--- src/sv/wlvs_pkg.sv ---
// wlvs_pkg: shared constants, types and helpers for window_level_variance_shift.
// No dependencies; every other file of the block but wlvs_ram imports this package.
package wlvs_pkg;

    localparam int MAX_WIDTH   = 64;
    localparam int MAX_LENGTH  = 1048576;
    localparam int SAMPLE_BITS = 16;

    localparam int WIDTH_W  = 7;                        // config register
    localparam int PTR_W    = $clog2(MAX_WIDTH);        // ring address
    localparam int COUNT_W  = $clog2(MAX_LENGTH) + 1;   // holds MAX_LENGTH + 1
    localparam int INDEX_W  = 20;
    localparam int SQ_W     = 2 * SAMPLE_BITS - 1;      // one squared sample
    localparam int SUM_W    = 23;
    localparam int ABS_W    = SUM_W - 1;
    localparam int QSUM_W   = 37;
    localparam int SPREAD_W = 43;
    localparam int LEVEL_W  = 23;
    localparam int LEVEL_OUT_W = 22;
    localparam int OUT_BITS = LEVEL_OUT_W + INDEX_W + 1 + SPREAD_W + INDEX_W + 3;
    localparam int OUT_DATA_W = ((OUT_BITS + 7) / 8) * 8;
    localparam int IN_DATA_W  = ((SAMPLE_BITS + 7) / 8) * 8;
    localparam int QUEUE_DEPTH = 4;

    localparam logic [WIDTH_W-1:0] WIDTH_RESET = WIDTH_W'(10);
    localparam logic [WIDTH_W-1:0] WIDTH_MIN   = WIDTH_W'(2);
    localparam logic [WIDTH_W-1:0] WIDTH_MAX   = WIDTH_W'(MAX_WIDTH);
    localparam logic [COUNT_W-1:0] COUNT_LIMIT = COUNT_W'(MAX_LENGTH);

    typedef struct packed {
        logic signed [SAMPLE_BITS-1:0] sample;
        logic                          last;
        logic [SQ_W-1:0]               square;
    } item_t;

    typedef enum logic [2:0] {
        ST_IDLE,
        ST_READ,
        ST_SUMS,
        ST_MUL,
        ST_SPREAD,
        ST_CMP,
        ST_RESULT
    } back_state_t;

    // magnitude of a two's complement sample, full range fits unsigned
    function automatic logic [SAMPLE_BITS-1:0] sample_mag(logic signed [SAMPLE_BITS-1:0] v);
        logic [SAMPLE_BITS-1:0] r;
        r = v[SAMPLE_BITS-1] ? SAMPLE_BITS'(-v) : SAMPLE_BITS'(v);
        return r;
    endfunction

endpackage

--- src/sv/wlvs_front.sv ---
// wlvs_front: input stage; registers each sample beat and squares it ahead of the back end.
// Depends on wlvs_pkg.
module wlvs_front (
    input  logic                            aclk,
    input  logic                            aresetn,
    input  logic                            s_tvalid,
    output logic                            s_tready,
    input  logic [wlvs_pkg::IN_DATA_W-1:0]  s_tdata,
    input  logic                            s_tlast,
    output logic                            q_valid,
    input  logic                            q_ready,
    output wlvs_pkg::item_t                 q_item
);
    import wlvs_pkg::*;

    logic  valid_reg;
    item_t item_reg;
    logic signed [SAMPLE_BITS-1:0] in_sample;
    logic [SAMPLE_BITS-1:0]        in_mag;
    logic [2*SAMPLE_BITS-1:0]      in_square;
    logic                          take;

    assign in_sample = s_tdata[SAMPLE_BITS-1:0];
    assign in_mag    = sample_mag(in_sample);
    assign in_square = in_mag * in_mag;

    assign s_tready = !valid_reg || q_ready;
    assign take     = s_tvalid && s_tready;

    always_ff @(posedge aclk) begin
        if (!aresetn) begin
            valid_reg <= 1'b0;
        end else if (take) begin
            valid_reg <= 1'b1;
        end else if (q_ready) begin
            valid_reg <= 1'b0;
        end
    end

    always_ff @(posedge aclk) begin
        if (take) begin
            item_reg.sample <= in_sample;
            item_reg.last   <= s_tlast;
            item_reg.square <= in_square[SQ_W-1:0];
        end
    end

    assign q_valid = valid_reg;
    assign q_item  = item_reg;

endmodule

--- config.mk ---
export PLATFORM = sky130hd
export DESIGN_NAME = wlvs_front
export DESIGN_NICKNAME = d
export VERILOG_FILES = /design/src/sv/wlvs_pkg.sv /design/src/sv/wlvs_front.sv
export SDC_FILE = /design/constraint.sdc
export NUM_CORES = 1
export LEC_CHECK = 0
export ABC_AREA = 1
export BUFFER_PORTS_ARGS = -buffer_cell sky130_fd_sc_hd__buf_4
export CAP_MARGIN = 40
export CELL_PAD_IN_SITES_DETAIL_PLACEMENT = 1
export CELL_PAD_IN_SITES_GLOBAL_PLACEMENT = 2
export CORE_AREA = 5 5 142 171
export CTS_CLUSTER_DIAMETER = 40
export DETAILED_ROUTE_END_ITERATION = 7
export DIE_AREA = 0 0 147 176
export PLACE_DENSITY_LB_ADDON = 0.15
export SLEW_MARGIN = 30
export SYNTH_ARGS = -nofsm -noshare
export SYNTH_HDL_FRONTEND = slang
export SYNTH_SLANG_ARGS = --single-unit
--- constraint.sdc ---
create_clock -name aclk -period 15.6 [get_ports aclk]
set_clock_uncertainty 0.15 [all_clocks]
set_input_delay 0 -clock aclk [delete_from_list [all_inputs] [get_ports aclk]]
set_output_delay 0 -clock aclk [all_outputs]
set_load 0.03 [all_outputs]
== After elaboration in Yosys (flattened, before gate mapping) ==
Index checks and enable logic that the tools add are counted.
Word-level totals
  logic and storage cells: 13
  input port bits: 21
  register bits: 49
Operators by class
  $add $sub $neg: 1
  mux-type cells: 3
  multipliers: 1
  reduce and logical (&&, ||, !) cells: 4
Operators with widths (count)
  16-bit by 16-bit multiplier with 31-bit output: 1
  16-bit 2-to-1 mux: 1
  16-bit negation: 1
  1-bit 2-to-1 mux: 2
  2-bit nonzero test: 1
  1-bit logical AND: 1
  1-bit zero test: 1
  1-bit logical OR: 1

== Depth between registers and ports, before layout ==
Gate-level depths: netlist (run 1).
  depth in word-level cells: 4
  gate-level depth with buffers: 36

== Least setup slack after synthesis (run 1) ==
No wires, ideal clock.
  path type: in2reg
  start: in s_tdata[0] (netlist name)
  end: reg item_reg (netlist bit q_item[28]), data pin
  stages on the path: 29
  arrival time: 5.756 ns
  setup slack: 9.441 ns
  cell sequence: clkinv_1 -> clkbuf_1 -> ha_1 -> inv_1 -> nor2_2 -> nand3_2 -> or2_1 -> nand2_1 -> nand2_1 -> nand2_1 -> buf_6 -> nand2_1 -> fa_1 -> inv_1 -> fa_1 -> fa_1 -> fa_1 -> fa_1 -> inv_1 -> fa_1 -> inv_1 -> ha_1 -> nand2_1 -> nor2_1 -> nand2_1 -> nor4_1 -> nand2_1 -> nand4_1 -> nand2_1
Between the ends
  word-level cells in the longest chain between the ends: 3
RTL lines
  from (decl): RTL line wlvs_front.sv:8  | input logic [wlvs_pkg::IN_DATA_W-1:0] s_tdata,
  16-bit negation: RTL line wlvs_pkg.sv:49  | r = v[SAMPLE_BITS-1] ? SAMPLE_BITS'(-v) : SAMPLE_BITS'(v);
  16-bit 2-to-1 mux (*): RTL line wlvs_pkg.sv:49
  16-bit by 16-bit multiplier with 31-bit output (*): RTL line wlvs_front.sv:25  | assign in_square = in_mag * in_mag;
  named net in_square[28]: RTL line wlvs_front.sv:20  | logic [2*SAMPLE_BITS-1:0] in_square;
  to (decl): RTL line wlvs_front.sv:17  | item_t item_reg;
Mark *: on every way through the listed nets, which the timed path passes. The rest lies on a longest branch.
A chain may end at the register's enable or synchronous reset.

== Worst setup path in the final report (run 1) ==
  start: in s_tdata[0] (netlist name)
  end: reg item_reg (netlist bit q_item[27]), data pin
Same word-level chain as after synthesis.

==> summary.txt, run 1 <==
Critical path
  – Cell mode on critical path: fa_1
  – Setup CP Type: primary input to register
  – CP required: about 16 ns
  – R2r startpoint: q_valid
  – Worst EP arrival: 7.68 ns
  – Max FO, Critical Path: 18
  – Cell at the slowest stage of the critical path: xor2_2
  – CP Launch Type: primary input
  – CP endpoint kind: register
  – Capturing point of the worst reg2reg path: q_item[18]
  – Reg2reg path depth: 2
  – Setup slack, reg-to-reg: roughly 14 ns
  – Critical Path Max Stage Delay: a little under 0.7 ns
  – WP buf/inv: 7
  – Family with the most delay on the worst path: adder cells

Detailed routing
  – DRT Wirelength: approximately 25000 um
  – Antenna-violating nets left: 0
  – # DRC: 0
  – Via count: 7126
  – Vias per inst: between 4 and 5
  – Iter 0 DRT Violations: 226
  – Wire per inst: 17.4 um
  – DRT Pass-1 Iters: 4

Logic synthesis
  – FF+latch count, synth: 47
  – Syn Area/Cell: roughly 8.6 um^2
  – Synth Instances: about 1100
  – Netlist Area Pre-Place: approximately 9200 um^2
  – Post-synthesis sequential area ratio: approximately 15%
  – YS warnings: 0
  – Yosys cell types: 40

Placement
  – Port Buffers: approximately 70
  – Pre-CTS setup slack: approximately 8 ns
  – Placed insts: 1424
  – DP HPWL: around 22000 um
  – Routability Congestion: about 0.83

Clock network
  – TritonCTS Sinks: 47
  – Post_cts resized: 0
  – Clock-pin transition on the worst setup and hold timing paths: 0.08 ns
  – Worst skew pair latency: approximately 0.3 ns
  – CTS root buf: clkbuf_16
  – Postcts setup bufs: 0
  – Cts bufs inserted: 5
  – Hold buffer count at cts: 19
  – CTS H-tree lvls: 2
  – Longest Clk Path Bufs: 2
  – CTS tree: yes

Cells and area
  – Final core occ: 46.8%
  – Layout cells sized above 1: under 10%
  – Syn-to-layout area delta: 12.8%
  – Non-Filler Instances: roughly 1500
  – Final net count: ~1500
  – # diodes: 0
  – Filler cells: ~2700

Global routing
  – GRT Total Usage: between 20% and 30%
  – Initial antenna violation count: 0
  – Vias in the first global route: 8118
  – Total grt overflow: 0
  – First-pass GRT wire length: 42000 um
  – Largest net degree at the start of global routing: 47

STA
  – Period utilisation layout: between 40% and 50%
  – Peak Freq: around 130 MHz
  – Least-Margin Pin Slew: 0.845 ns
  – RSZ-0062 raised after global routing: false
  – Count of pins over their slew limit: 0
  – Final worst setup slack: ~8 ns
  – Setup TNS: 0 ns
  – Tmin final: between 7 and 8 ns
  – Final setup vio count: 0
  – Final Hold Viols: 0
  – Slew Limit Headroom: 43.6%

Worst hold path
  – Hold crit path type: primary input to output port
  – Hold EP: s_tready
  – Worst Hold Launch: q_ready
  – Hold path cells: 4

Run
  – Max-cap violations: 0

Die
  – Die area: roughly 26000 um^2
  – Die H: ~180 um
  – Ports: 71
  – Die W: about 150 um
  – Core ar.: approximately 22000 um^2
  – Starting density of the core: about two fifths
  – Num rows: 60

Outcome
  – Status: finished clean
[sequential cells by signal, summed over array words and instances (netlist names)]
register,count
q_item,46
q_valid,1
[worst register-to-register path, stage by stage (launching register included)]
cell and delay, ns:
dfxtp_1 0.35, a21oi_4 0.14, buf_4 0.53
[placed cells by master (no fill, tap or decap), drive strengths merged, types with 2 or more instances in the layout]
master,synthesis,final
inv,291,292
nand2,222,222
fa,162,162
ha,96,96
nor2,91,91
buf,12,70
edfxtp,46,46
nand3,46,46
a21oi,28,28
xor2,21,21
dlygate4sd3,0,19
o21ai,15,15
nand4,12,12
conb,2,12
nor3,9,9
o21bai,6,6
clkbuf,2,5
xnor2,4,4
a21o,3,3
or2,3,3
clkinv,1,2
[area by class of cell]
| cell class | count | area [um^2] | share of cell area, % |
|---|---|---|---|
| Tap cell | 279 | 349 | 3.35 |
| Timing Repair Buffer | 89 | 716 | 6.86 |
| Clock inverter | 3 | 47.5 | 0.456 |
| Sequential cell | 47 | 1400 | 13.4 |
| Inverter | 292 | 1100 | 10.5 |
| Multi-Input combinational cell | 736 | 6700 | 64.2 |
| Clock buffer | 5 | 125 | 1.20 |
[logic make-up (layout without fill, tap and decap cells)]
kind of cell / Yosys count / after routing / share of synthesized area [%]
xor+xnor: 25 / 25 / 2.45
compound gates: 54 / 54 / 3.36
fa+ha+maj: 258 / 258 / 48.1
flops: 47 / 47 / 15.2
other cells: 2 / 12 / 0.0812
simple gates: 387 / 387 / 17.9
buf+inv: 306 / 389 / 13.0
[per-layer routing]
metal | track usage, % | wire length (um) | part of all wire, % | vias to the layer above
met2 | 38.4 | 13400 | 53 | 139
met5 | 0 | 0 | 0 | -
met3 | 2.23 | 860 | 3.4 | 33
met1 | 25.5 | 10600 | 42 | 3552
met4 | 5.05 | 510 | 2.0 | 0
li1 | - | - | - | 3402
[cell usage after synthesis]
| cell | instances | area, um^2 |
|---|---|---|
| or2_2 | 1 | 6.26 |
| buf_4 | 8 | 60.1 |
| nor3_1 | 7 | 35.0 |
| o21ai_0 | 11 | 55.1 |
| buf_2 | 1 | 5.00 |
| inv_1 | 280 | 1050 |
| xor2_2 | 1 | 16.3 |
| nand4_1 | 12 | 75.1 |
| buf_6 | 3 | 33.8 |
| nor2_2 | 3 | 18.8 |
| nor4_1 | 1 | 6.26 |
| a21oi_2 | 1 | 8.76 |
| o21ai_2 | 2 | 17.5 |
| nand2_1 | 214 | 803 |
| fa_1 | 162 | 3240 |
| xor2_1 | 20 | 175 |
| a21oi_1 | 27 | 135 |
| nor3_2 | 2 | 20.0 |
| xnor2_1 | 4 | 35.0 |
| edfxtp_1 | 46 | 1380 |
| nand3_2 | 2 | 20.0 |
| clkinv_1 | 1 | 3.75 |
| inv_2 | 11 | 41.3 |
| and2_1 | 1 | 6.26 |
| and3_1 | 1 | 6.26 |
| nor2_4 | 5 | 56.3 |
| nand2_2 | 8 | 50.1 |
| dfxtp_1 | 1 | 20.0 |
| o21bai_1 | 6 | 45.0 |
| a21boi_0 | 1 | 7.51 |
| ha_1 | 96 | 1200 |
| nand3b_1 | 1 | 7.51 |
| clkbuf_1 | 2 | 7.51 |
| o21ai_1 | 2 | 10.0 |
| nor2_1 | 83 | 312 |
| a21o_1 | 3 | 22.5 |
| a31o_2 | 1 | 8.76 |
| nand3_1 | 44 | 220 |
| or2_1 | 2 | 12.5 |
| conb_1 | 2 | 7.51 |
[how the worst max path moves through the flow]
stage,startpoint,to,slack (ns),cells after the start
2_1_floorplan,s_tdata[0],q_item[28],9.44,29
3_3_place_gp,s_tdata[0],q_item[27],7.85,26
3_5_place_dp,s_tdata[0],q_item[29],8.00,28
4_1_cts,s_tdata[0],q_item[29],7.76,29
5_1_grt,s_tdata[0],q_item[22],7.34,32
6_report,s_tdata[0],q_item[27],7.85,28
[through the flow]
step           hold slack [ns]  area [um^2]
2_1_floorplan          -0.0511         9290
3_3_place_gp            0.0287        10100
3_5_place_dp            0.0304        10100
4_1_cts                  0.218        10400
5_1_grt                  0.274        10400
6_report                 0.214        10400
Power of run 1 is not shown: default switching activity piles up to over one toggle a cycle in this logic, so the estimate is an artifact.
==> run 2: changes to the inputs <==
--- a/config.mk
+++ b/config.mk
@@ -10,10 +10,10 @@
 export CAP_MARGIN = 40
 export CELL_PAD_IN_SITES_DETAIL_PLACEMENT = 1
 export CELL_PAD_IN_SITES_GLOBAL_PLACEMENT = 2
-export CORE_AREA = 5 5 142 171
+export CORE_AREA = 5 5 147 177
 export CTS_CLUSTER_DIAMETER = 40
 export DETAILED_ROUTE_END_ITERATION = 7
-export DIE_AREA = 0 0 147 176
+export DIE_AREA = 0 0 152 182
 export PLACE_DENSITY_LB_ADDON = 0.15
 export SLEW_MARGIN = 30
 export SYNTH_ARGS = -nofsm -noshare
==> constraint.sdc (replaced) <==
create_clock -name aclk -period 7.4 [get_ports aclk]
set_clock_uncertainty 0.15 [all_clocks]
set_input_delay 0 -clock aclk [delete_from_list [all_inputs] [get_ports aclk]]
set_output_delay 0 -clock aclk [all_outputs]
set_load 0.03 [all_outputs]
==> run 2 against run 1 <==
Core utilization is 3.4 points lower. Non-clock buffer count up 9. Sequential share of layout area decreased by 0.12 points. Via count down 0.73%. Critical path depth grew 4. Register-to-register slack worse by 8.2 ns. Flip-flop and latch count is the same. Die area rose by 6.9%. Cell count is 3.8% higher. Routed wire length grew 4.7%. First-iteration DRC count down 15%. Setup slack lost 7.5 ns.
==> summary.txt, run 2 (synthesis gave the netlist of run 1 again) <==
Die
  – Starting density of the core: about two fifths
  – Ports: 71
  – Die area: about 28000 um^2
  – Num rows: 63
  – Die H: ~180 um
  – Core ar.: 24300 um^2
  – Die W: approximately 150 um

Clock network
  – TritonCTS Sinks: 47
  – CTS H-tree lvls: 2
  – Longest Clk Path Bufs: 2
  – CTS tree: yes
  – Worst skew pair latency: ~0.30 ns
  – CTS root buf: clkbuf_16
  – Cts bufs inserted: 5
  – Clock-pin transition on the worst setup and hold timing paths: roughly 0.070 ns

STA
  – Tmin final: approximately 7.0 ns
  – Least-Margin Pin Slew: approximately 0.7 ns
  – Final setup vio count: 0
  – RSZ-0062 raised after global routing: false
  – Period utilisation layout: between 90 and 100%
  – Slew Limit Headroom: 54.3%
  – Count of pins over their slew limit: 0
  – Final Hold Viols: 0
  – Peak Freq: approximately 140 MHz
  – Setup TNS: 0 ns

Critical path
  – CP Launch Type: primary input
  – Cell at the slowest stage of the critical path: dlygate4sd3_1
  – CP endpoint kind: register
  – Max FO, Critical Path: 7
  – Cell mode on critical path: inv_1
  – CP required: ~7.3 ns
  – Setup CP Type: primary input to register
  – Critical Path Max Stage Delay: about 0.54 ns
  – Worst EP arrival: 6.94 ns

Detailed routing
  – Wire per inst: between 15 and 20 um
  – Top routing layer used: met4
  – Iter 0 DRT Violations: 191
  – WL met3: approximately 720 um
  – Via count: roughly 7000
  – Vias per inst: between 4 and 5
  – Routed met2 length: between 10000 and 15000 um
  – # DRC: 0
  – DRT Wirelength: roughly 26000 um
  – DRT Pass-1 Iters: 4
  – Antenna-violating nets left: 0
  – DRT met1 WL: 11500 um

Placement
  – Port Buffers: 69
  – DP HPWL: approximately 23000 um
  – Routability Congestion: around 0.86

Cells and area
  – Most common cell after layout, fill and taps aside: inv_1
  – Max reg flops: 46
  – Syn-to-layout area delta: 13.9%
  – Layout cells sized above 1: 10.8%
  – Filler cells: around 3000
  – # diodes: 0
  – Final net count: between 1000 and 1500
  – Commonest cells after routing, fill and taps aside: inv_1 (280), nand2_1 (212), fa_1 (162)

Global routing
  – Initial antenna violation count: 0
  – First-pass GRT wire length: roughly 44000 um
  – Vias in the first global route: a little over 8000
  – Total grt overflow: 0
  – Largest net degree at the start of global routing: 47
  – GRT Total Usage: around a fifth

Outcome
  – Status: finished clean

Run
  – Max-cap violations: 0

Worst hold path
  – Hold crit path type: primary input to output port
==> run 2: cell types whose count changed in the layout (fill, tap and decap cells not counted), sizes merged <==
cell,previous run,this run
buf,70,79
bufinv,1,0
clkbuf,5,6
clkinvlp,0,1
inv,292,291
==> run 2: critical path: cells and delay by family <==
| kind | cells | cell delay [ns] |
|---|---|---|
| adders and majority gates | 8 | 3.40 |
| AOI/OAI and AO/OA | 1 | 0.09 |
| and+or+nand+nor | 12 | 1.63 |
| xor gates and xnor gates | 2 | 0.58 |
| buffers and inverters | 9 | 1.25 |
==> run 2: path summary, 6_finish.rpt <==
kind / slack, ns / depth (start not counted) / end / startpoint
hold / removal: 0.21 / 4 / s_tready / q_ready
setup reg to reg: 5.84 / 2 / q_item[30] / q_valid
setup / recovery: 0.37 / 32 / q_item[22] / s_tdata[1]
hold reg to reg: 0.88 / 2 / q_item[2] / q_valid
==> run 2: per-stage QoR <==
| step | cell area, um^2 | hold WS, ns | cells | setup slack, ns | util (%) |
|---|---|---|---|---|---|
| 2_1_floorplan | 9290 | -0.0511 | 1089 | 1.24 | - |
| 3_3_place_gp | 10200 | 0.0312 | 1479 | 0.372 | 42.0 |
| 3_5_place_dp | 10200 | 0.0311 | 1479 | 0.298 | 42.0 |
| 4_1_cts | 10500 | 0.222 | 1506 | 0.0730 | 43.3 |
| 5_1_grt | 10500 | 0.252 | 1506 | 0.0148 | 43.4 |
| 6_report | 10500 | 0.214 | 1506 | 0.371 | 43.4 |
==> run 2: final cells by class <==
type                    instances  area, um^2  area share, %
inverters                     292        1100           10.4
flip-flops and latches         47        1400           13.3
clock buffers                   6         129           1.22
well taps                     325         407           3.86
multi-input cells             736        6700           63.6
clock inverters                 2        12.5          0.119
repair buffers                 98         783           7.44
==> run 2: layer usage <==
metal | vias to the layer above | track usage (%)
met5 | - | 0
met4 | 0 | 4.71
met3 | 32 | 2.24
met2 | 113 | 36.6
met1 | 3516 | 24.9
li1 | 3413 | -
==> run 2: timing repair <==
action | in CTS | in global routing
buffers inserted | 0 | 0
hold buffers | 19 | 0
endpoints found under the setup margin | 0 | 6
gates resized for setup | 0 | 4
hold endpoints to repair | 19 | 0
Power of run 2 is left out for the same reason.
