## src/sv/wlvs_pkg.sv

```systemverilog
// wlvs_pkg: shared constants, types and helpers for window_level_variance_shift.
// No dependencies; every other file of the block but wlvs_ram imports this package.
package wlvs_pkg;

    localparam int MAX_WIDTH   = 64;
    localparam int MAX_LENGTH  = 1048576;
    localparam int SAMPLE_BITS = 16;

    localparam int WIDTH_W  = 7;                        // config register
    localparam int PTR_W    = $clog2(MAX_WIDTH);        // ring address
    localparam int COUNT_W  = $clog2(MAX_LENGTH) + 1;   // holds MAX_LENGTH + 1
    localparam int INDEX_W  = 20;
    localparam int SQ_W     = 2 * SAMPLE_BITS - 1;      // one squared sample
    localparam int SUM_W    = 23;
    localparam int ABS_W    = SUM_W - 1;
    localparam int QSUM_W   = 37;
    localparam int SPREAD_W = 43;
    localparam int LEVEL_W  = 23;
    localparam int LEVEL_OUT_W = 22;
    localparam int OUT_BITS = LEVEL_OUT_W + INDEX_W + 1 + SPREAD_W + INDEX_W + 3;
    localparam int OUT_DATA_W = ((OUT_BITS + 7) / 8) * 8;
    localparam int IN_DATA_W  = ((SAMPLE_BITS + 7) / 8) * 8;
    localparam int QUEUE_DEPTH = 4;

    localparam logic [WIDTH_W-1:0] WIDTH_RESET = WIDTH_W'(10);
    localparam logic [WIDTH_W-1:0] WIDTH_MIN   = WIDTH_W'(2);
    localparam logic [WIDTH_W-1:0] WIDTH_MAX   = WIDTH_W'(MAX_WIDTH);
    localparam logic [COUNT_W-1:0] COUNT_LIMIT = COUNT_W'(MAX_LENGTH);

    typedef struct packed {
        logic signed [SAMPLE_BITS-1:0] sample;
        logic                          last;
        logic [SQ_W-1:0]               square;
    } item_t;

    typedef enum logic [2:0] {
        ST_IDLE,
        ST_READ,
        ST_SUMS,
        ST_MUL,
        ST_SPREAD,
        ST_CMP,
        ST_RESULT
    } back_state_t;

    // magnitude of a two's complement sample, full range fits unsigned
    function automatic logic [SAMPLE_BITS-1:0] sample_mag(logic signed [SAMPLE_BITS-1:0] v);
        logic [SAMPLE_BITS-1:0] r;
        r = v[SAMPLE_BITS-1] ? SAMPLE_BITS'(-v) : SAMPLE_BITS'(v);
        return r;
    endfunction

endpackage

```

## src/sv/wlvs_queue.sv

```systemverilog
// wlvs_queue: short FIFO of sample items between the front stage and the back end.
// Depends on wlvs_pkg.
module wlvs_queue (
    input  logic            aclk,
    input  logic            aresetn,
    input  logic            in_valid,
    output logic            in_ready,
    input  wlvs_pkg::item_t in_item,
    output logic            out_valid,
    input  logic            out_ready,
    output wlvs_pkg::item_t out_item
);
    import wlvs_pkg::*;

    localparam int QP_W = $clog2(QUEUE_DEPTH);
    localparam int QC_W = $clog2(QUEUE_DEPTH + 1);

    item_t            entry_reg [QUEUE_DEPTH];
    logic [QP_W-1:0]  wr_ptr_reg;
    logic [QP_W-1:0]  rd_ptr_reg;
    logic [QC_W-1:0]  count_reg;
    logic             push;
    logic             pop;

    assign in_ready  = count_reg != QC_W'(QUEUE_DEPTH);
    assign out_valid = count_reg != '0;
    assign out_item  = entry_reg[rd_ptr_reg];
    assign push      = in_valid && in_ready;
    assign pop       = out_valid && out_ready;

    always_ff @(posedge aclk) begin
        if (!aresetn) begin
            wr_ptr_reg <= '0;
            rd_ptr_reg <= '0;
            count_reg  <= '0;
        end else begin
            if (push) begin
                wr_ptr_reg <= wr_ptr_reg + 1'b1;
            end
            if (pop) begin
                rd_ptr_reg <= rd_ptr_reg + 1'b1;
            end
            if (push && !pop) begin
                count_reg <= count_reg + 1'b1;
            end else if (pop && !push) begin
                count_reg <= count_reg - 1'b1;
            end
        end
    end

    always_ff @(posedge aclk) begin
        if (push) begin
            entry_reg[wr_ptr_reg] <= in_item;
        end
    end

endmodule

```

## config.mk

```make
export PLATFORM = sky130hd
export DESIGN_NAME = wlvs_queue
export DESIGN_NICKNAME = d
export VERILOG_FILES = /design/src/sv/wlvs_pkg.sv /design/src/sv/wlvs_queue.sv
export SDC_FILE = /design/constraint.sdc
export NUM_CORES = 1
export LEC_CHECK = 0
export ABC_CLOCK_PERIOD_IN_PS = 4400
export BUFFER_PORTS_ARGS = -buffer_cell sky130_fd_sc_hd__buf_2
export CORE_MARGIN = 3
export CORE_UTILIZATION = 60
export CTS_CLUSTER_SIZE = 20
export DETAILED_ROUTE_END_ITERATION = 12
export PLACE_DENSITY = 0.87
export SLEW_MARGIN = 15
export SYNTH_ARGS = -nofsm -noshare
export SYNTH_HDL_FRONTEND = slang
export SYNTH_SLANG_ARGS = --single-unit
export TNS_END_PERCENT = 10
```

## constraint.sdc

```tcl
create_clock -name aclk -period 4.4 [get_ports aclk]
set_input_delay 0 -clock aclk [delete_from_list [all_inputs] [get_ports aclk]]
set_output_delay 0 -clock aclk [all_outputs]
set_load 0.05 [all_outputs]
```

# Word level (Yosys, flattened, before mapping)
# Memory sizes are Yosys's and may differ from the RTL's. A register that Yosys moved wholly into a read port is not among the register bits.
# Cells that the tools add are included.
dict set report word_totals {
  reg_bits 7
  ramBits 192
  input_bits 52
  output_inout_bits 50
  wordCells 23
  mem_count 1
}
dict set report classes {
  add_sub_neg 4
  n_eq_ne 1
  n_mux 6
  reduce_logical 8
}
# memory words width rd rd_clocked_by_memory_dff wr line_no
set mem_list {}
lappend mem_list {entry_reg 4 48 1 1 1 wlvs_queue.sv:18} ;# item_t entry_reg [QUEUE_DEPTH];
# op n
set op_table {}
lappend op_table {{3-bit two-way mux} 2}
lappend op_table {{2-bit by 1-bit adder with 2-bit output, second input constant} 2}
lappend op_table {{1-bit logical AND} 4}
lappend op_table {{2-bit two-way mux} 2}
lappend op_table {{3-bit by 1-bit adder with 3-bit output, second input constant} 1}
lappend op_table {{3-bit != test, second input constant} 1}
lappend op_table {{3-bit nonzero test} 1}
lappend op_table {{3-bit by 1-bit subtractor with 3-bit output, second input constant} 1}
lappend op_table {{1-bit logical NOT} 2}
lappend op_table {{1-bit two-way mux} 2}
lappend op_table {{2-bit nonzero test} 1}

# Longest topological paths before layout
# Gate-level depths: netlist of the first run.
dict set report depth {
  depth_word 6
  depth_mapped 8
  depth_no_buf 8
}

# Least setup slack after synthesis of the first run
# Ideal clock, no wire load.
dict set report synth_path {
  kind {register -> register}
  from {register count_reg[0]}
  to {memory entry_reg[0][0] (netlist bit) (enable)}
  setup_time_ns 0.410
  arrival_time_ns 1.990
  t_required_ns 3.990
  setup_slack_ns 1.999
  path_stages_with_launch 4
  n_path_buf 0
  synth_period_minus_slack_ns 2.401
  cell_sequence {dfxtp_1 -> nor2_1 -> a21boi_2 -> and2_1}
}
dict set report synth_via {
  elab_chain_len 4
}
# item line_no
set synth_rtl {}
lappend synth_rtl {{from (decl)} wlvs_queue.sv:21} ;# logic [QC_W-1:0] count_reg;
lappend synth_rtl {{from (signal assigned)} wlvs_queue.sv:44} ;# count_reg <= count_reg + 1'b1;
lappend synth_rtl {{from (signal assigned)} wlvs_queue.sv:46} ;# count_reg <= count_reg - 1'b1;
lappend synth_rtl {{3-bit != test} wlvs_queue.sv:25} ;# assign in_ready = count_reg != QC_W'(QUEUE_DEPTH);
lappend synth_rtl {{1-bit logical AND} wlvs_queue.sv:28} ;# assign push = in_valid && in_ready;
lappend synth_rtl {{via push} wlvs_queue.sv:22} ;# logic push;
lappend synth_rtl {{1-bit two-way mux} wlvs_queue.sv:52} ;# if (push) begin
lappend synth_rtl {{1-bit two-way mux (not written as such)} wlvs_queue.sv:53} ;# entry_reg[wr_ptr_reg] <= in_item;
lappend synth_rtl {{to (decl)} wlvs_queue.sv:18}
# The timed path passes the listed nets, and every way through them passes these cells.

# Worst setup path after layout of the first run
dict set report layout_path {
  from {register count_reg[0]}
  to {memory entry_reg[2][18] (netlist bit) (enable)}
}
# The elaborated chain is that of the path after synthesis.

==> impl_metrics.ini, run 1 <==
[outcome]
run_status = finished clean

[timing]
setup_viol = 0
whs_ps = 278.6
slew_headroom_pct = 35.58
fin_crit_sh_pct = 54.26
final_max_slew_viol_count = 0
fin_tns_setup_ps = 0
fmax_mhz = 418.9
tightest_slew_ps = 966.2
period_minus_slack_ps = 2387
finalClockSkew_ps = 8.335
finalHoldViolCount = 0
rsz0062_at_grt = false
layout_setup_ws_ps = 2013

[synthesis]
synth_compound_area_share_pct = 0.6089
synth_simple_gate_area_share_pct = 1.235
yosys.area.top_type = edfxtp_1
synth_area_per_cell_sq_um = 24.82
postSynthCellCount = 298
ys_types = 23
synth_mux_area_share_pct = 15.02
yosysTopAreaCellShare_pct = 77.94
synthesis.area_sq_um = 7397
ys_seq_area_share_pct = 80.38
synth-seq-cells = 201
synth_top_family_by_area = multiplexers
ys_warn_count = 0
ys_top_cells_by_area = edfxtp_1 78%, mux4_2 15%, dfxtp_1 2.4%
synth_xor_area_share_pct = 0.4736
syn_nets = 356
synth_fa_ha_area_share_pct = 1.116

[global_routing]
antenna_found_initial = 1
grt_max_degree = 49
grt_pass1_wl_microns = 20820
track_usage_pct = 20.47
grt_pass1_vias = 3888
overflow = 0

[place]
pre_cts_ws_ps = 2009
dpl_cell_area_sq_um = 8054
dp.final_hpwl_microns = 7620
routabilityCongestion = 0.7881
dp_cells = 536
io_buffers = 101

[finish]
final_layout_size_suffix_gt1_share_pct = 39.67
finish.utilization_pct = 78.37
area_growth_pct = 24.07
nNetsFinal = 524
final_area_sq_um = 9178
largest_register_ffs = 192
final_cell_mix = 192 x edfxtp_1, 101 x buf_2, 52 x dlygate4sd3_1, 48 x mux4_2, 19 x clkbuf_16
stdcell_count = 623
layout.cells.most_common = edfxtp_1

[floorplan]
rows = 39
core_sq_um = 11710
start_util_pct = 63.16
pin_count = 102
dieArea_sq_um = 13700
die_h_microns = 117.0
fp.dieW_microns = 117.0

[hold_path]
min_path_type = input port to flip-flop

[clock_tree]
numCtsBuffers = 19
clkTransAtPathRegs_ps = 60
cts_tree = done
h-tree-depth = 1
cts_setup_buffers = 0
clock_sinks = 201
clk_latency_ps = 470
root_buffer = clkbuf_16
clockBufferDepth = 3

[route]
vias_per_cell = 5.737
drc_errors = 0
ant_nets = 0
dr.pass1.iters = 4
vias = 3574
wl_per_cell_microns = 21.80
drt_iter0_drc = 232
routed_wl_microns = 13580

[pwr]
p_total_mw = 5.820
ir_drop_mv = 0.4004
powerDensity_nw_per_um2 = 634.2
p_leak_nw = 3.164

[run]
drv_cap = 0

[setup_path]
cp.required_ps = 4540
startpoint_type = flip-flop
worstPathArrival_ps = 2530
crit_slowest_cell = and2_2
slowest_delay_ps = 720
critical_path_class = flip-flop to flip-flop
endpoint_kind = flip-flop
cp_max_fo = 29
crit_chain = nor2_1, a21boi_2, and2_2, buf_4
==> critical path, delay by kind of cell (launching register included) <==
| kind | cells | cell delay, ps |
|---|---|---|
| compound gates | 1 | 300 |
| buf+inv | 1 | 440 |
| simple gates | 2 | 830 |
| flops | 1 | 470 |
==> worst paths after layout <==
check	from	to	slack, ps	depth (start not counted)
worst min register to register	wr_ptr_reg[1]	wr_ptr_reg[1]	530	2
worst max-delay path	count_reg[0]	entry_reg[2][18]	2010	4
worst max register to register	count_reg[0]	entry_reg[2][18]	2010	4
worst min-delay path	in_item[5]	entry_reg[2][5]	280	2
==> synthesized netlist by cell type (all sizes together) <==
cell	n
buf	8
or3	2
and2	8
xnor2	3
dfxtp	9
o31ai	1
o311ai	1
edfxtp	192
inv	3
o21ai	1
fa	1
mux4	48
xor2	1
clkbuf	3
nor2b	1
nand2	5
a21boi	2
ha	5
mux2i	3
nor2	1
==> metal layers <==
layer | vias to the layer above | GRT usage [%] | part of all wire [%] | routed length, microns
met5 | - | 0 | 0 | 0
met4 | 0 | 5.046 | 2.0 | 265
met3 | 26 | 4.473 | 7.1 | 970
met2 | 138 | 35.72 | 52 | 7083
met1 | 1815 | 26.75 | 39 | 5260
li1 | 1595 | - | - | -
==> final cells by class <==
cell class	instances	area (sq um)
clock inverter	13	117.6
clock buffer	21	483.0
fill	581	2534
tap	143	178.9
multi-input combinational	83	1370
antenna	1	2.502
timing repair buffer	158	1064
sequential	201	5951
inverter	3	11.26
==> what timing repair did <==
| item | in CTS | in global routing |
|---|---|---|
| hold endpoints to repair | 201 | 0 |
| gates resized for setup | 0 | 0 |
| hold buffers | 52 | 0 |
==> where the power goes <==
part	internal [mW]	switching (mW)	leakage [nW]
logic	0.588	1.16	1.03
registers	2.33	0.182	1.83
clock network	0.912	0.645	0.299
==> cells by family after synthesis <==
family | after synthesis
buffers and inverters | 14
AND/OR/NAND/NOR | 17
multiplexers | 51
adder cells (fa/ha/maj) | 6
AO/OA/AOI/OAI | 5
flip-flops | 201
XOR/XNOR | 4
Note: power is estimated with default switching activity, not from simulation.
==> inputs of run 2 (changes only) <==
- ABC_CLOCK_PERIOD_IN_PS: 4400 -> 2200
- CORE_UTILIZATION: 60 -> 57
- PLACE_DENSITY: 0.87 -> 0.83
- clock period: 4.4 -> 2.2 ns (I/O delays scaled with it)
==> impl_metrics.ini, run 2 (synthesized netlist as in run 1, its figures left out) <==
[setup_path]
rr_startpoint = count_reg[0]
endpoint_kind = flip-flop
cp-startpoint = count_reg[0]
cp_max_fo = 6
critical_path_class = flip-flop to flip-flop
worstPathArrival_ps = 2460
cp.required_ps = 2600
startpoint_type = flip-flop
ff2ff_path_depth = 8

[pwr]
powerDensity_nw_per_um2 = 1273
p_leak_nw = 3.228
ir_drop_mv = 0.9818

[clock_tree]
cts_setup_buffers = 0
clkTransAtPathRegs_ps = 60
clk_latency_ps = 480
root_buffer = clkbuf_16
cts_tree = done
numCtsBuffers = 21
clockBufferDepth = 3
clock_sinks = 201
h-tree-depth = 1

[global_routing]
grt_pass1_wl_microns = 22710
track_usage_pct = 20.74
overflow = 0
busiest_layer = met2
grt_max_degree = 35
grt_pass1_vias = 3996
use_met1_pct = 27.81
gr-usage-met2_pct = 35.34
gr-usage-met3_pct = 4.006
antenna_found_initial = 0

[finish]
final_cell_mix = 192 x edfxtp_1, 101 x buf_2, 50 x dlygate4sd3_1, 48 x mux4_2, 21 x clkbuf_16
stdcell_count = 655
area_growth_pct = 26.73
nNetsFinal = 533
final_layout_size_suffix_gt1_share_pct = 41.48
finish.utilization_pct = 75.83
fillers = 644
largest_register_ffs = 192
diodes = 0
layout.cells.most_common = edfxtp_1

[timing]
finalHoldViolCount = 0
slew_headroom_pct = 72.98
period_minus_slack_ps = 2059
fin_tns_setup_ps = 0
rsz0062_at_grt = false
final_max_slew_viol_count = 0
fin_crit_sh_pct = 93.58
tightest_slew_ps = 405.3
fmax_mhz = 485.7
finalClockSkew_ps = 9.230
setup_viol = 0

[run]
drv_cap = 0

[floorplan]
fp.dieW_microns = 119.9
rows = 40
core_sq_um = 12360
start_util_pct = 59.84
pin_count = 102
dieArea_sq_um = 14380
die_h_microns = 119.9

[place]
routabilityCongestion = 0.7517
dp_cells = 570
io_buffers = 101
dp.final_hpwl_microns = 7923

[route]
drc_errors = 0
vias_per_cell = 5.626
ant_nets = 0
vias = 3685
dr.pass1.iters = 4
wl_per_cell_microns = 21.89
drt_iter0_drc = 318
routed_wl_microns = 14340

[outcome]
run_status = finished clean

[hold_path]
worst_hold_startpoint = in_valid
hold_path_depth = 4
min_path_type = input port to flip-flop
## run 2: changes by cell type in the layout (fill, tap and decap cells not counted)
cell / previous run / this run
o31ai_2: 1 / 0
clkbuf_16: 19 / 21
clkinvlp_4: 0 / 2
inv_6: 1 / 0
dfxtp_1: 7 / 5
diode_2: 1 / 0
o31ai_4: 0 / 1
clkinv_2: 5 / 4
buf_4: 5 / 7
dfxtp_2: 1 / 3
buf_12: 0 / 7
bufinv_16: 2 / 1
dlygate4sd3_1: 52 / 50
## run 2: final timing paths
path	to	slack (ps)
worst max-delay path	count_reg[2]	140
worst min-delay path	wr_ptr_reg[0]	40
worst max register to register	count_reg[2]	140
worst min register to register	wr_ptr_reg[1]	520
## run 2: area by class of cell
type	instances	area [sq um]	area share (%)
Multi-Input combinational cell	83	1379	14.71
Inverter	3	11.26	0.1201
Sequential cell	201	5953	63.51
Clock inverter	12	88.84	0.9477
Clock buffer	23	533.0	5.686
Timing Repair Buffer	165	1199	12.79
Tap cell	168	210.2	2.242
## run 2: where the power goes
| part | internal, mW | switching [mW] | total (mW) |
|---|---|---|---|
| clock network | 1.86 | 1.35 | 3.20 |
| registers | 4.66 | 0.206 | 4.86 |
| logic | 1.30 | 2.57 | 3.87 |
| total | 7.82 | 4.12 | 11.9 |
## run 2: worst max-delay path: stages (launching register included)
cell      delay [ps]
dfxtp_2          420
nor2_1            90
a21boi_2         170
ha_1             210
inv_1             70
fa_1             380
xor2_1           180
or3_1            300
a21boi_0         160
## run 2: timing repair
action                     in CTS  in global routing
gates resized for setup         0                  3
setup endpoints to repair       0                  1
hold buffers                   50                  0
hold endpoints to repair      201                  0
## run 2: layer usage
layer	vias up	share of wire (%)
met2	149	52
li1	1611	-
met5	-	0
met3	30	5.8
met4	0	2.4
met1	1895	40
## run 2: through the flow
stage / hold WS [ps] / worst slack, ps / power [mW] / area, sq um
floorplan: 98.87 / -200.4 / 7.814 / 7398
global placement: 209.7 / 206.3 / 8.645 / 8240
detailed placement: 216.0 / 73.15 / 8.716 / 8240
CTS: 33.01 / 64.70 / 12.00 / 9363
global route: 83.13 / 2.666 / 12.37 / 9374
finish: 44.57 / 141.2 / 11.93 / 9374
==> inputs of run 3 (changes only) <==
- ABC_CLOCK_PERIOD_IN_PS: 2200 -> 2600
- CORE_ASPECT_RATIO: default -> 1.2
- CORE_UTILIZATION: 57 -> 60
- PLACE_DENSITY: 0.83 -> 0.87
- clock period: 2.2 -> 2.6 ns (I/O delays scaled with it)
==> impl_metrics.ini, run 3 (synthesized netlist as in run 1, its figures left out) <==
[outcome]
run_status = finished clean

[clock_tree]
clock_sinks = 201
cts_tree = done
h-tree-depth = 1
clockBufferDepth = 3
ctsResizeCount = 0
root_buffer = clkbuf_16
clkTransAtPathRegs_ps = 60
numCtsBuffers = 19
clk_latency_ps = 470

[finish]
fillers = 583
area_growth_pct = 24.32
nNetsFinal = 526
diodes = 0
final_cell_mix = 192 x edfxtp_1, 101 x buf_2, 49 x dlygate4sd3_1, 48 x mux4_2, 19 x clkbuf_16
layout.cells.most_common = edfxtp_1
final_layout_size_suffix_gt1_share_pct = 40.08
largest_register_ffs = 192
finish.utilization_pct = 78.05

[pwr]
p_leak_nw = 3.159
powerDensity_nw_per_um2 = 1063
p_total_mw = 9.772
pwr-share-seq_pct = 42.7
switching_share_pct = 34.33
ir_drop_mv = 0.7492
p_sw_mw = 3.354
clkPwrFrac_pct = 25.3
comb_power_share_pct = 31.9
intPower_mw = 6.418

[place]
pre_cts_ws_ps = 283.0
routabilityCongestion = 0.7177
dp.final_hpwl_microns = 7935
io_buffers = 101

[timing]
rsz0062_at_grt = false
tightest_slew_ps = 520.1
fin_crit_sh_pct = 92.29
slew_headroom_pct = 65.33
finalHoldViolCount = 0
finalClockSkew_ps = 8.065
fin_tns_setup_ps = 0
final_max_slew_viol_count = 0
setup_viol = 0
fmax_mhz = 416.7
period_minus_slack_ps = 2400
layout_setup_ws_ps = 200.4

[floorplan]
pin_count = 102
core_sq_um = 11780
dieArea_sq_um = 13700
die_h_microns = 127.6
start_util_pct = 62.78
rows = 43
fp.dieW_microns = 107.4

[route]
routed_wl_microns = 13690
top_layer = met4
drt_iter0_drc = 309
wl_per_cell_microns = 21.52
wl_met2_microns = 7118
vias_per_cell = 5.739
routed-wl-met3_microns = 889
wl_met1_microns = 5410
vias = 3650
drc_errors = 0
ant_nets = 0
dr.pass1.iters = 4

[global_routing]
grt_pass1_vias = 3882
antenna_found_initial = 0
grt_pass1_wl_microns = 21560
overflow = 0
track_usage_pct = 20.65
grt_max_degree = 49

[setup_path]
crit_end = count_reg[2]
crit_chain = nor2_1, a21boi_2, ha_1, inv_1, fa_1, xor2_1, or3_1, a21boi_0
cp_max_fo = 7
cp-startpoint = count_reg[0]
r2r-end = count_reg[2]
ff2ff_path_depth = 8
endpoint_kind = flip-flop
critical_path_class = flip-flop to flip-flop
rr_startpoint = count_reg[0]
cp.required_ps = 2990
reg2reg_slack_ps = 200
worstPathArrival_ps = 2790
crit_slowest_cell = dfxtp_1
startpoint_type = flip-flop
slowest_delay_ps = 480

[hold_path]
min_path_type = input port to flip-flop
worst_hold_startpoint = out_ready

[run]
drv_cap = 0
run 3: cell count changes in the layout (fill, tap and decap cells not counted):
| cell | change |
|---|---|
| clkinv_4 | -1 |
| buf_12 | -4 |
| clkinv_1 | -1 |
| clkinvlp_4 | -1 |
| clkbuf_16 | -2 |
| o31ai_2 | +1 |
| clkbuf_1 | +2 |
| o31ai_4 | -1 |
| dlygate4sd3_1 | -1 |
| dfxtp_1 | +2 |
| dfxtp_2 | -2 |
run 3: routing by layer:
metal,vias up,GRT usage [%]
met3,26,3.689
met5,-,0
li1,1589,-
met2,148,34.66
met4,0,5.423
met1,1887,28.76
run 3: area by class of cell:
class | instances | area, sq um | area share (%)
sequential | 201 | 5951 | 64.71
clock buffer | 23 | 490.5 | 5.333
inverter | 3 | 11.26 | 0.1224
multi-input combinational | 83 | 1370 | 14.90
tap | 157 | 196.4 | 2.136
timing repair buffer | 160 | 1109 | 12.05
clock inverter | 9 | 68.82 | 0.7483
run 3: power by group through the flow:
stage	Sequential, mW	Clock, mW	Combinational [mW]
2_1_floorplan	4.09	0	2.52
3_3_place_gp	4.22	0	3.02
3_5_place_dp	4.25	0	3.06
4_1_cts	4.19	2.52	3.14
5_1_grt	4.23	2.64	3.26
6_report	4.18	2.48	3.12
run 3: repair_timing:
action                                  in CTS  in global routing
endpoints found under the setup margin       0                  0
hold buffers                                49                  0
endpoints found under the hold margin      201                  0
buffers inserted                             0                  0
run 3: worst min path at each step:
stage,cells past startpoint,to
2_1_floorplan,0,entry_reg[0][0]
3_3_place_gp,1,entry_reg[2][43]
3_5_place_dp,1,entry_reg[0][17]
4_1_cts,4,flip-flop
5_1_grt,3,wr_ptr_reg[0]
6_report,4,flip-flop
run 3: through the flow:
stage               cells  cell area, sq um  hold slack, ps
global route          636              9196           18.41
floorplan             298              7397           98.87
CTS                   636              9196           15.08
global placement      555              8147           210.5
finish                636              9196           25.79
detailed placement    555              8147           216.7
run 3: critical path, delay by kind of cell, from the launching register on:
family	cells	cell delay, ps
AOI/OAI and AO/OA	2	520
DFF	1	480
adders and majority gates	2	640
and+or+nand+nor	2	430
xor gates and xnor gates	1	180
buffers and inverters	1	80
